`src/sv/lcdx_pkg.sv`:
```
package lcdx_pkg;

    localparam int CfgAddrW = 3;
    localparam int CfgDataW = 24;

    // Configuration register indexes.
    localparam logic [CfgAddrW-1:0] CFG_EIGHT_BIT  = 3'd0;
    localparam logic [CfgAddrW-1:0] CFG_SELECT_PIN = 3'd1;
    localparam logic [CfgAddrW-1:0] CFG_STROBE_PIN = 3'd2;
    localparam logic [CfgAddrW-1:0] CFG_RW_PIN     = 3'd3;
    localparam logic [CfgAddrW-1:0] CFG_DATA_MAP   = 3'd4;

    // Request operation codes.
    localparam logic [1:0] MODE_CMD    = 2'd0;
    localparam logic [1:0] MODE_DATA   = 2'd1;
    localparam logic [1:0] MODE_NIBBLE = 2'd2;
    localparam logic [1:0] MODE_PIN    = 2'd3;

    typedef logic [2:0] t_kind;

    // Which pin a step drives, and from where its level comes.
    localparam t_kind KIND_SELECT    = 3'd0;
    localparam t_kind KIND_RW        = 3'd1;
    localparam t_kind KIND_LINE      = 3'd2;
    localparam t_kind KIND_STROBE_LO = 3'd3;
    localparam t_kind KIND_STROBE_HI = 3'd4;
    localparam t_kind KIND_PIN       = 3'd5;

    typedef struct packed {
        logic       load;
        logic       step;
        t_kind      kind;
        logic [2:0] line;
        logic [2:0] dbit;
        logic       last;
    } t_cmd;

    typedef struct packed {
        logic eight_bit;
        logic rw_wired;
        logic out_free;
    } t_status;

endpackage

```
`src/sv/lcdx_dp.sv`:
```
module lcdx_dp
    import lcdx_pkg::*;
(
    input  logic                i_clk,
    input  logic                i_rst_n,
    input  logic                i_cfg_we,
    input  logic [CfgAddrW-1:0] i_cfg_addr,
    input  logic [CfgDataW-1:0] i_cfg_data,
    input  logic [1:0]          i_mode,
    input  logic [7:0]          i_value,
    input  logic [2:0]          i_pin,
    input  logic                i_level,
    input  t_cmd                i_cmd,
    output t_status             o_status,
    input  logic                i_ready,
    output logic                o_valid,
    output logic [7:0]          o_expander_byte,
    output logic                o_last
);

    logic                r_eight_bit;
    logic [2:0]          r_select_pin;
    logic [2:0]          r_strobe_pin;
    logic [3:0]          r_rw_pin;
    logic [CfgDataW-1:0] r_data_map;

    logic [1:0] r_mode;
    logic [7:0] r_value;
    logic [2:0] r_pin;
    logic       r_level;

    logic [7:0] r_shadow;
    logic [7:0] n_shadow;
    logic       r_out_valid;
    logic [7:0] r_out_byte;
    logic       r_out_last;

    logic [7:0][2:0] w_map;
    logic [2:0]      w_bit;
    logic            w_lvl;

    assign w_map = r_data_map;

    always_ff @(posedge i_clk) begin
        if (!i_rst_n) begin
            r_eight_bit  <= 1'b0;
            r_select_pin <= 3'd1;
            r_strobe_pin <= 3'd2;
            r_rw_pin     <= 4'd8;
            r_data_map   <= 24'd1838;
        end else if (i_cfg_we) begin
            unique case (i_cfg_addr)
                CFG_EIGHT_BIT:  r_eight_bit  <= i_cfg_data[0];
                CFG_SELECT_PIN: r_select_pin <= i_cfg_data[2:0];
                CFG_STROBE_PIN: r_strobe_pin <= i_cfg_data[2:0];
                CFG_RW_PIN:     r_rw_pin     <= i_cfg_data[3:0];
                CFG_DATA_MAP:   r_data_map   <= i_cfg_data;
                default: begin
                end
            endcase
        end
    end

    always_ff @(posedge i_clk) begin
        if (i_cmd.load) begin
            r_mode  <= i_mode;
            r_value <= i_value;
            r_pin   <= i_pin;
            r_level <= i_level;
        end
    end

    always_comb begin
        unique case (i_cmd.kind)
            KIND_SELECT: begin
                w_bit = r_select_pin;
                w_lvl = r_mode[0];
            end
            KIND_RW: begin
                w_bit = r_rw_pin[2:0];
                w_lvl = 1'b0;
            end
            KIND_LINE: begin
                w_bit = w_map[i_cmd.line];
                w_lvl = r_value[i_cmd.dbit];
            end
            KIND_STROBE_LO: begin
                w_bit = r_strobe_pin;
                w_lvl = 1'b0;
            end
            KIND_STROBE_HI: begin
                w_bit = r_strobe_pin;
                w_lvl = 1'b1;
            end
            KIND_PIN: begin
                w_bit = r_pin;
                w_lvl = r_level;
            end
            default: begin
                w_bit = r_select_pin;
                w_lvl = r_mode[0];
            end
        endcase
        n_shadow        = r_shadow;
        n_shadow[w_bit] = w_lvl;
    end

    always_ff @(posedge i_clk) begin
        if (!i_rst_n) begin
            r_shadow    <= 8'd0;
            r_out_valid <= 1'b0;
        end else if (i_cmd.step) begin
            r_shadow    <= n_shadow;
            r_out_valid <= 1'b1;
        end else if (i_ready) begin
            r_out_valid <= 1'b0;
        end
    end

    always_ff @(posedge i_clk) begin
        if (i_cmd.step) begin
            r_out_byte <= n_shadow;
            r_out_last <= i_cmd.last;
        end
    end

    assign o_status.eight_bit = r_eight_bit;
    assign o_status.rw_wired  = ~r_rw_pin[3];
    assign o_status.out_free  = ~r_out_valid | i_ready;

    assign o_valid         = r_out_valid;
    assign o_expander_byte = r_out_byte;
    assign o_last          = r_out_last;

endmodule

```
`src/sv/lcdx_ctrl.sv`:
```
module lcdx_ctrl
    import lcdx_pkg::*;
(
    input  logic       i_clk,
    input  logic       i_rst_n,
    input  logic       i_valid,
    input  logic [1:0] i_mode,
    output logic       o_ready,
    input  t_status    i_status,
    output t_cmd       o_cmd
);

    localparam logic [2:0] ST_IDLE   = 3'd0;
    localparam logic [2:0] ST_SELECT = 3'd1;
    localparam logic [2:0] ST_RW     = 3'd2;
    localparam logic [2:0] ST_LINE   = 3'd3;
    localparam logic [2:0] ST_STB0   = 3'd4;
    localparam logic [2:0] ST_STB1   = 3'd5;
    localparam logic [2:0] ST_STB2   = 3'd6;
    localparam logic [2:0] ST_PIN    = 3'd7;

    logic [2:0] r_state;
    logic [2:0] n_state;
    logic [2:0] r_line;
    logic [2:0] n_line;
    logic       r_wide;
    logic       n_wide;
    logic       r_hi;
    logic       n_hi;

    logic w_accept;
    logic w_step;
    logic w_line_end;

    assign o_ready    = (r_state == ST_IDLE);
    assign w_accept   = o_ready & i_valid;
    assign w_step     = (r_state != ST_IDLE) & i_status.out_free;
    assign w_line_end = r_wide ? (r_line == 3'd7) : (r_line == 3'd3);

    always_comb begin
        n_state = r_state;
        n_line  = r_line;
        n_wide  = r_wide;
        n_hi    = r_hi;
        if (w_accept) begin
            n_line = 3'd0;
            unique case (i_mode)
                MODE_CMD, MODE_DATA: begin
                    n_state = ST_SELECT;
                    n_wide  = i_status.eight_bit;
                    n_hi    = ~i_status.eight_bit;
                end
                MODE_NIBBLE: begin
                    n_state = ST_LINE;
                    n_wide  = 1'b0;
                    n_hi    = 1'b0;
                end
                MODE_PIN: begin
                    n_state = ST_PIN;
                end
                default: begin
                    n_state = ST_PIN;
                end
            endcase
        end else if (w_step) begin
            unique case (r_state)
                ST_SELECT: n_state = i_status.rw_wired ? ST_RW : ST_LINE;
                ST_RW:     n_state = ST_LINE;
                ST_LINE: begin
                    if (w_line_end) begin
                        n_state = ST_STB0;
                    end else begin
                        n_line = r_line + 3'd1;
                    end
                end
                ST_STB0: n_state = ST_STB1;
                ST_STB1: n_state = ST_STB2;
                ST_STB2: begin
                    // When the high nibble is done, the low nibble follows; otherwise the request ends.
                    if (r_hi) begin
                        n_state = ST_LINE;
                        n_hi    = 1'b0;
                        n_line  = 3'd0;
                    end else begin
                        n_state = ST_IDLE;
                    end
                end
                ST_PIN:  n_state = ST_IDLE;
                default: n_state = ST_IDLE;
            endcase
        end
    end

    always_ff @(posedge i_clk) begin
        if (!i_rst_n) begin
            r_state <= ST_IDLE;
            r_line  <= 3'd0;
            r_wide  <= 1'b0;
            r_hi    <= 1'b0;
        end else begin
            r_state <= n_state;
            r_line  <= n_line;
            r_wide  <= n_wide;
            r_hi    <= n_hi;
        end
    end

    always_comb begin
        o_cmd.load = w_accept;
        o_cmd.step = w_step;
        o_cmd.line = r_line;
        o_cmd.dbit = r_wide ? r_line : {r_hi, r_line[1:0]};
        o_cmd.last = ((r_state == ST_STB2) & ~r_hi) | (r_state == ST_PIN);
        unique case (r_state)
            ST_SELECT: o_cmd.kind = KIND_SELECT;
            ST_RW:     o_cmd.kind = KIND_RW;
            ST_LINE:   o_cmd.kind = KIND_LINE;
            ST_STB1:   o_cmd.kind = KIND_STROBE_HI;
            ST_STB0,
            ST_STB2:   o_cmd.kind = KIND_STROBE_LO;
            ST_PIN:    o_cmd.kind = KIND_PIN;
            default:   o_cmd.kind = KIND_SELECT;
        endcase
    end

endmodule

```
`src/sv/char_lcd_expander_sequencer.sv`:
```
// Character display sequencer behind an 8-bit output expander.
// A request arrives on i_valid/o_ready with i_mode, i_value, i_pin and i_level:
// a command byte, a data byte, a lone nibble or a single pin write. Each pin
// change updates a shadow of the expander pins, and the whole shadow byte is
// presented on o_valid/i_ready with o_last set on the final byte of a request.
// The configuration port (i_cfg_we, i_cfg_addr, i_cfg_data) writes the mode,
// the select, strobe and read/write pin numbers and the data pin map; it
// should only be used while the block is idle.
// The sequencer emits one expander byte per cycle while the receiver keeps
// taking bytes. A byte request gives 12 to 16 results, a lone nibble gives 7
// results and a single pin write 1 result. After a request is accepted, the
// first result passes the controller state register and then the output
// register; the step count of the controller state machine sets these figures.
// A new request is taken as soon as the previous one has issued its last step,
// even while that last byte still waits in the output register. When the
// receiver stalls, the sequencer holds its place until the byte is taken.
// Synchronous reset clears the shadow byte to zero and restores the default
// configuration.
module char_lcd_expander_sequencer
    import lcdx_pkg::*;
(
    input  logic                i_clk,
    input  logic                i_rst_n,
    input  logic                i_cfg_we,
    input  logic [CfgAddrW-1:0] i_cfg_addr,
    input  logic [CfgDataW-1:0] i_cfg_data,
    input  logic                i_valid,
    output logic                o_ready,
    input  logic [1:0]          i_mode,
    input  logic [7:0]          i_value,
    input  logic [2:0]          i_pin,
    input  logic                i_level,
    output logic                o_valid,
    input  logic                i_ready,
    output logic [7:0]          o_expander_byte,
    output logic                o_last
);

    t_cmd    w_cmd;
    t_status w_status;

    lcdx_ctrl u_ctrl (
        .i_clk    (i_clk),
        .i_rst_n  (i_rst_n),
        .i_valid  (i_valid),
        .i_mode   (i_mode),
        .o_ready  (o_ready),
        .i_status (w_status),
        .o_cmd    (w_cmd)
    );

    lcdx_dp u_dp (
        .i_clk           (i_clk),
        .i_rst_n         (i_rst_n),
        .i_cfg_we        (i_cfg_we),
        .i_cfg_addr      (i_cfg_addr),
        .i_cfg_data      (i_cfg_data),
        .i_mode          (i_mode),
        .i_value         (i_value),
        .i_pin           (i_pin),
        .i_level         (i_level),
        .i_cmd           (w_cmd),
        .o_status        (w_status),
        .i_ready         (i_ready),
        .o_valid         (o_valid),
        .o_expander_byte (o_expander_byte),
        .o_last          (o_last)
    );

    // Every request causes at least one pin change, so the block is busy next.
    a_busy_after_accept: assert property (
        @(posedge i_clk) disable iff (!i_rst_n)
        (i_valid && o_ready) |=> !o_ready
    ) else $error("sequencer idle right after accepting a request");

    // While idle, any byte still waiting must be the final one of its request.
    a_idle_pending_is_last: assert property (
        @(posedge i_clk) disable iff (!i_rst_n)
        (o_ready && o_valid) |-> o_last
    ) else $error("idle with a non-final byte pending");

    // Consecutive results differ in at most one pin.
    a_one_pin_change: assert property (
        @(posedge i_clk) disable iff (!i_rst_n)
        (o_valid && i_ready) |=>
            (!o_valid || $countones(o_expander_byte ^ $past(o_expander_byte)) <= 1)
    ) else $error("more than one expander pin changed between results");

endmodule
```
`config.mk`:
```
export PLATFORM = sky130hd
export DESIGN_NAME = char_lcd_expander_sequencer
export DESIGN_NICKNAME = d
export VERILOG_FILES = /design/src/sv/lcdx_pkg.sv /design/src/sv/lcdx_dp.sv /design/src/sv/lcdx_ctrl.sv /design/src/sv/char_lcd_expander_sequencer.sv
export SDC_FILE = /design/constraint.sdc
export NUM_CORES = 1
export LEC_CHECK = 0
export ABC_AREA = 1
export BUFFER_PORTS_ARGS = -buffer_cell sky130_fd_sc_hd__clkbuf_2
export CORE_ASPECT_RATIO = 1.2
export CORE_MARGIN = 2
export CORE_UTILIZATION = 56
export CTS_BUF_LIST = sky130_fd_sc_hd__clkbuf_4 sky130_fd_sc_hd__clkbuf_8 sky130_fd_sc_hd__clkbuf_16
export CTS_CLUSTER_DIAMETER = 200
export DETAILED_ROUTE_END_ITERATION = 6
export HOLD_SLACK_MARGIN = 0.12
export PLACE_DENSITY_LB_ADDON = 0.08
export SLEW_MARGIN = 15
export SYNTH_ARGS = -nofsm -noshare
export SYNTH_HDL_FRONTEND = slang
export SYNTH_SLANG_ARGS = --single-unit
```
`constraint.sdc`:
```
create_clock -name i_clk -period 2 [get_ports i_clk]
set_input_delay 0 -clock i_clk [delete_from_list [all_inputs] [get_ports i_clk]]
set_output_delay 0 -clock i_clk [all_outputs]
set_load 0.1 [all_outputs]
```
After elaboration in Yosys (flattened, before gate mapping) --
Index checks and enable logic that the tools add are counted.
Word-level totals: register bits 74, output and inout bits 11, logic and storage cells 109, input port bits 46
Cells by class: multiplexer cells 29, reduce and logical (&&, ||, !) cells 24, magnitude comparators 4, $add $sub $neg 1, bitwise gates (word level) 9, equality and inequality tests 25
Operators by type and width (number):
- $eq 3x3->1 const B | 8
- $eq 3x2->1 const B | 7
- $mux 3 | 7
- $pmux 3 s6 | 1
- $pmux 3 s5 | 1
- $reduce_and 2->1 | 7
- $lt 3x4->1 const B | 3
- $pmux 3 s4 | 1
- $reduce_bool 2->1 | 5
- $reduce_or 2->1 | 5
- $bmux 3 s3 | 1
- $eq 3x1->1 const B | 3
- $mux 1 | 9
- $pmux 3 s3 | 1
- $bwmux 8 | 1
- $logic_not 3->1 | 2
- $pmux 3 s2 | 1
- $eq 2x2->1 const B | 2
- $not 1->1 | 4
- $pmux 1 s2 | 2
- $pmux 1 s4 | 1
- $reduce_and 4->1 | 1
- $add 3x1->3 const B | 1
- $and 1x1->1 | 3
- 14 further kinds | 15

Depth between registers and ports, before layout --
Gate-level depths: netlist of run 1.
depth after elaboration 11, mapped depth 14, mapped depth without buffers 14

Hierarchy --
From an unflattened synthesis of run 1, not the netlist that was laid out.
Second synthesis, totals: cells, all modules 511, area total of the unflattened synthesis 3723.6 µm²
Modules (own cells, without submodules):
- lcdx_dp | area each 3093.0 µm², cells an instance 406, times used 1
- lcdx_ctrl | area each 630.6 µm², cells an instance 105, times used 1

Worst setup path after synthesis of run 1 --
No wires, ideal clock.
kind register to register, start reg u_ctrl.r_state[2], end reg u_ctrl.r_state[1], data arrival time 2345 ps, path buffers 0, stages on the path, launching flop included 9, setup slack -469 ps, cell sequence dfxtp_1 > inv_2 > nand2_2 > nor2_2 > nand2_1 > inv_2 > nor2_1 > o31ai_1 > a21oi_1
RTL lines:
- from (decl) | line lcdx_ctrl.sv:22 | logic [2:0] r_state;
- from (signal assigned) | line lcdx_ctrl.sv:101 | r_state <= n_state;

Worst setup path after layout of run 1 --
start in i_cfg_addr[1], end reg u_dp.r_eight_bit
Between the ends: longest elaborated chain between the ends 2
Ends and longest elaborated chain:
- from (decl) | line char_lcd_expander_sequencer.sv:25 | input logic [CfgAddrW-1:0] i_cfg_addr,
- $logic_not 3->1 | line lcdx_dp.sv:52 | unique case (i_cfg_addr)
- $reduce_and 2->1 (no source line)
- to (signal assigned) | line lcdx_dp.sv:53 | CFG_EIGHT_BIT: r_eight_bit <= i_cfg_data[0];
- to (decl) | line lcdx_dp.sv:21 | logic r_eight_bit;
Every way passes these cells. A chain may end at the register's enable or synchronous reset.

==> impl_metrics.csv, run 1 <==
group,metric,value,unit
status,outcome,"complete, no violations",
place,place_inst,587,
power_and_ir_drop,power.density,1270,nW/um^2
setup_path,crit_path_max_fanout,4,
cells_and_area,stdcell_count,659,
cells_and_area,drive_gt1_share,19.1,%
timing,period_minus_slack,1.98,ns
setup_path,crit_path_frequent_cell,"dlygate4sd3_1",
clock_network,tritoncts,"yes",
floorplanning,die_w,75.5,um
floorplanning,initial_core_util,57.6,%
power_and_ir_drop,irDropWorstVdd,624,uV
setup_path,path_cells,"dlygate4sd3_1 -> clkbuf_2 -> nor2_1 -> nand3_1 -> dlygate4sd3_1 -> a21oi_1 -> dlygate4sd3_1",
clock_network,clkSlewWorstSetupHoldPaths,0.08,ns
worst_hold_path,worstHoldPathType,"in2reg",
place,place_congestion,0.920,
timing,fin_skew,0.00613,ns
setup_path,end_kind,"register",
setup_path,critPathMaxStageDelay,0.57,ns
clock_network,cts_root_buffer,"clkbuf_8",
timing,rsz0062_at_grt,"yes",
clock_network,cts_buffer_depth,2,
timing,setup_viol,0,
timing,fin_crit_sh,99.0,%
logic_synthesis,netlist_instances,457,
cells_and_area,final_cell_area,4610,sq um
place,place_area,3810,sq um
drt,routed_via_density,5.13,
logic_synthesis,synth_compound_area_share,10.9,%
logic_synthesis,synth_top_area_cell,"dfxtp_1",
cells_and_area,final_common_cell,"nand2_1",
drt,final_antenna_net_count,0,
logic_synthesis,muxShareOfSynthArea,0,%
floorplanning,core_area,5970,sq um
drt,wl,9010,um
cells_and_area,final_core_util,77.2,%
place,place_hpwl,5420,um
cells_and_area,final_cell_mix,"nand2_1, nor2_1, clkbuf_2, dlygate4sd3_1, dfxtp_1",
timing,slew_headroom,64.3,%
clock_network,h-tree-depth,3,
timing,fmax,0.505,GHz
drt,num_vias,3380,
floorplanning,boundaryPins,57,
place,place_ws,0.185,ns
logic_synthesis,synth_nets,504,
global_routing,antenna_found_initial,0,
drt,wl_per_cell,13.7,um
drt,drtPass1Iterations,5,
run,drv_cap,0,
logic_synthesis,synthTopCellsByArea,"dfxtp_1, edfxtp_1, nand2_1",
global_routing,grt_pass1_wl,14700,um
setup_path,worst_ep_arrival_time,2.28,ns
global_routing,grt_usage,28.0,%
setup_path,cp-start-kind,"primary input",
cells_and_area,final_net_count,619,
power_and_ir_drop,p_leak,2.09,nW
setup_path,crit_required,2.30,ns
floorplanning,die_h,89.9,um
logic_synthesis,synthSimpleGateAreaFrac,31.1,%
logic_synthesis,ys_seq_area_share,49.5,%
setup_path,crit_type,"in2reg",
floorplanning,dieArea,6790,sq um
floorplanning,row_count,31,
cells_and_area,area_growth,34.1,%
drt,drt-initial-drc-count,200,
timing,report.final.slew_viol_count,0,
logic_synthesis,ys_seq_elements,74,
setup_path,critPathSlowestCell,"dlygate4sd3_1",
clock_network,clk_latency,0.35,ns
logic_synthesis,ys_types,32,
clock_network,cts.sinks,74,
global_routing,grt.overflow.total,0,
logic_synthesis,synth.avg_cell_area,7.53,sq um
timing,final_hold_viol_count,0,
timing,worstMarginPinSlew,0.531,ns
logic_synthesis,synth_top_family_by_area,"simple AND/OR/NAND/NOR gates",
cells_and_area,n_fill_cell,452,
place,portBuffers,56,
logic_synthesis,yosys.area.top_type_share,30.3,%
logic_synthesis,synth_xor_area_share,0,%
clock_network,cts_made_buffers,9,
timing,finalWorstSetupSlack,0.0196,ns
logic_synthesis,synth-warning-count,0,
drt,drc,0,
global_routing,first_global_vias,3331,
logic_synthesis,synth_fa_ha_area_share,0.364,%
logic_synthesis,syn_area,3440,sq um
cells_and_area,antenna_cells,0,
global_routing,grt_max_degree,34,
-- final timing paths --
check	start	end	slack, ns	depth (start not counted)
max	i_cfg_addr[1]	u_dp.r_eight_bit	0.02	7
min	i_rst_n	u_dp.r_data_map[8]	0.14	2
max reg2reg	u_ctrl.r_line[0]	u_dp.o_expander_byte[6]	0.14	12
min reg2reg	u_dp.r_data_map[22]	u_dp.r_data_map[22]	0.46	2
-- cell usage after synthesis, drive strengths merged --
cell / number
dfxtp: 52
nand4: 6
o22ai: 1
nor2: 68
ha: 1
o21ai: 30
o31ai: 2
o211ai: 6
clkinv: 1
a21oi: 23
nand3: 50
buf: 6
a211oi: 1
edfxtp: 22
a31oi: 1
nor3: 5
o2bb2ai: 1
nand2: 113
inv: 55
a22o: 1
clkbuf: 9
or2: 1
nand3b: 2
-- layout make-up --
type	count	area (sq um)	area share, %
timing repair buffer	119	887	19.2
sequential	74	1700	36.9
multi-input combinational	312	1470	31.9
tap	82	103	2.22
clock inverter	3	41.3	0.895
clock buffer	13	190	4.12
inverter	56	216	4.69
-- power breakdown --
part           internal, mW  switching, mW  leakage, nW
Sequential             1.89          0.118        0.638
Combinational         0.604           1.93         1.33
Clock                 0.753          0.566        0.121
-- sequential cells by signal, summed over array words and instances, names as in the netlist, 3 cells and up --
register              flops
u_dp.r_pin                3
u_dp.r_data_map          24
u_ctrl.r_line             3
u_ctrl.r_state            3
u_dp.o_expander_byte      8
u_dp.r_shadow             8
u_dp.r_rw_pin             4
u_dp.r_strobe_pin         3
u_dp.r_select_pin         3
u_dp.r_value              8
-- worst max-delay path: cells and delay by family --
family	cells	cell delay, ns
simple gates	2	0.28
buf+inv	4	1.82
compound gates	1	0.17
-- per-stage QoR --
step	TNS (ns)	total power, mW	hold WS (ns)
floorplan	0	4.02	0.0989
global placement	0	4.42	0.177
detailed placement	0	4.47	0.179
CTS	0	5.83	0.126
global route	-0.221	6.18	0.169
finish	0	5.86	0.137
-- what timing repair did --
action,in CTS,in global routing
gates resized for setup,0,5
hold buffers,52,0
endpoints found under the hold margin,55,0
buffers inserted,0,4
endpoints found under the setup margin,0,11
-- routing by layer --
metal	global-route usage (%)	up-vias	wire (um)
met5	0	-	0
met4	12.9	0	224
met3	5.72	20	461
met2	46.8	125	4590
met1	33.6	1520	3740
li1	-	1715	-
-- cells by family (layout without fill, tap and decap cells) --
| kind of cell | count (synthesis) | after routing |
|---|---|---|
| buffers and inverters | 71 | 191 |
| AND/OR/NAND/NOR | 245 | 245 |
| flip-flops | 74 | 74 |
| adder cells (fa/ha/maj) | 1 | 1 |
| AO/OA/AOI/OAI | 66 | 66 |
Note: power is estimated with default switching activity, not from simulation.
==> run 2: changes to the inputs <==
--- a/config.mk
+++ b/config.mk
@@ -9,7 +9,7 @@
 export BUFFER_PORTS_ARGS = -buffer_cell sky130_fd_sc_hd__clkbuf_2
 export CORE_ASPECT_RATIO = 1.2
 export CORE_MARGIN = 2
-export CORE_UTILIZATION = 56
+export CORE_UTILIZATION = 40
 export CTS_BUF_LIST = sky130_fd_sc_hd__clkbuf_4 sky130_fd_sc_hd__clkbuf_8 sky130_fd_sc_hd__clkbuf_16
 export CTS_CLUSTER_DIAMETER = 200
 export DETAILED_ROUTE_END_ITERATION = 6
==> impl_metrics.csv, run 2 (synthesis results as in run 1) <==
group,metric,value,unit
timing,final_hold_viol_count,0,
drt,num_vias,3229,
setup_path,crit_type,"in2reg",
clock_network,cts_root_buffer,"clkbuf_8",
clock_network,cts_buffer_depth,2,
global_routing,grt.overflow.total,0,
timing,rsz0062_at_grt,"no",
setup_path,critPathSlowestCell,"dlygate4sd3_1",
cells_and_area,final_net_count,615,
power_and_ir_drop,combPwrFrac,43.2,%
setup_path,path_cells,"dlygate4sd3_1 -> clkbuf_2 -> nor2_1 -> nand3_1 -> dlygate4sd3_1 -> a21oi_1 -> dlygate4sd3_1",
power_and_ir_drop,swShare,44.8,%
global_routing,grt_max_degree,32,
clock_network,clkSlewWorstSetupHoldPaths,0.08,ns
floorplanning,dieArea,9360,sq um
timing,tns,0,ns
place,place_inst,623,
clock_network,tritoncts,"yes",
setup_path,critPathMaxStageDelay,0.57,ns
cells_and_area,largest_reg_flops,24,
setup_path,crit_path_max_fanout,4,
cells_and_area,n_fill_cell,832,
floorplanning,die_w,88.7,um
floorplanning,boundaryPins,57,
floorplanning,initial_core_util,40.6,%
cells_and_area,final_cell_mix,"nand2_1, nor2_1, clkbuf_2, dlygate4sd3_1, dfxtp_1",
cells_and_area,area_growth,34.1,%
place,place_congestion,0.873,
power_and_ir_drop,p_leak,2.07,nW
clock_network,clk_latency,0.35,ns
timing,finalWorstSetupSlack,0.130,ns
setup_path,crit_required,2.30,ns
drt,routed_via_density,4.68,
place,place_ws,0.155,ns
cells_and_area,final_cell_area,4610,sq um
setup_path,crit_path_frequent_cell,"dlygate4sd3_1",
power_and_ir_drop,power.density,1270,nW/um^2
timing,worstMarginPinSlew,0.544,ns
setup_path,end_kind,"register",
run,drv_cap,0,
setup_path,crit_family,"buffers and inverters",
timing,report.final.slew_viol_count,0,
clock_network,h-tree-depth,3,
global_routing,grt_usage,19.1,%
cells_and_area,antenna_cells,0,
floorplanning,row_count,37,
power_and_ir_drop,seq_power_share,34.5,%
cells_and_area,multiInputGateArea,1480,sq um
setup_path,worst_ep_arrival_time,2.17,ns
drt,wl,8200,um
cells_and_area,final_common_cell,"nand2_1",
place,place_hpwl,5720,um
timing,fmax,0.535,GHz
setup_path,cp-start-kind,"primary input",
power_and_ir_drop,p_int,3.22,mW
timing,setup_viol,0,
status,outcome,"complete, no violations",
timing,holdWs,0.134,ns
place,place_area,3870,sq um
cells_and_area,top_register,"u_dp.r_data_map",
drt,drt-initial-drc-count,125,
setup_path,critPathBufInv,4,
cells_and_area,drive_gt1_share,18.3,%
cells_and_area,stdcell_count,690,
timing,fin_skew,0.00841,ns
drt,drc,0,
cells_and_area,final_core_util,54.5,%
floorplanning,die_h,106,um
power_and_ir_drop,irDropWorstVdd,504,uV
power_and_ir_drop,power.share.clock,22.3,%
place,portBuffers,56,
power_and_ir_drop,p_sw,2.61,mW
drt,drtPass1Iterations,5,
clock_network,cts_made_buffers,9,
global_routing,first_global_vias,3121,
global_routing,grt_pass1_wl,13900,um
clock_network,cts.sinks,74,
floorplanning,core_area,8470,sq um
timing,period_minus_slack,1.87,ns
drt,wl_per_cell,11.9,um
global_routing,antenna_found_initial,0,
cells_and_area,regArea,1700,sq um
drt,final_antenna_net_count,0,
timing,slew_headroom,63.9,%
worst_hold_path,worstHoldPathType,"in2reg",
power_and_ir_drop,power,5.84,mW
timing,fin_crit_sh,93.5,%
==> run 2: worst paths after layout <==
kind	startpoint	end	slack [ns]	cells past startpoint
worst max-delay path	i_cfg_addr[1]	u_dp.r_eight_bit	0.13	7
worst min-delay path	i_rst_n	u_dp.r_data_map[14]	0.13	3
worst max register to register	u_ctrl.r_state[0]	u_dp.o_expander_byte[3]	0.19	11
worst min register to register	u_dp.r_data_map[22]	u_dp.r_data_map[22]	0.46	2
==> run 2: final cells by class <==
| type | instances | area share, % |
|---|---|---|
| Multi-Input combinational cell | 312 | 32.0 |
| Sequential cell | 74 | 36.9 |
| Timing Repair Buffer | 115 | 18.5 |
| Inverter | 56 | 4.61 |
| Clock buffer | 10 | 2.85 |
| Clock inverter | 6 | 1.95 |
| Tap cell | 117 | 3.17 |
==> run 2: tightest hold or removal path, cell delays in order <==
cell and delay (ns):
clkbuf_2 0.25, o21ai_0 0.14, a21oi_1 0.05
==> run 2: routing by layer <==
layer	track usage [%]	routed length (um)
met1	24.3	3830
met3	3.84	254
met2	31.6	3980
met5	0	0
met4	7.25	130
==> run 2: timing repair <==
item                                   4_1_cts  5_1_grt
hold buffers                                51        0
endpoints found under the hold margin       60        0
resized for setup                            0        4
setup endpoints to repair                    0       10
buffers inserted                             0        0
==> run 2: power by group through the flow <==
stage,clock network [mW],logic [mW],registers (mW)
after floorplan,0,1.25,2.77
after global placement,0,2.43,2.05
after detailed placement,0,2.45,2.05
after CTS,1.33,2.52,2.01
after global routing,1.41,2.77,2.05
final,1.30,2.52,2.02
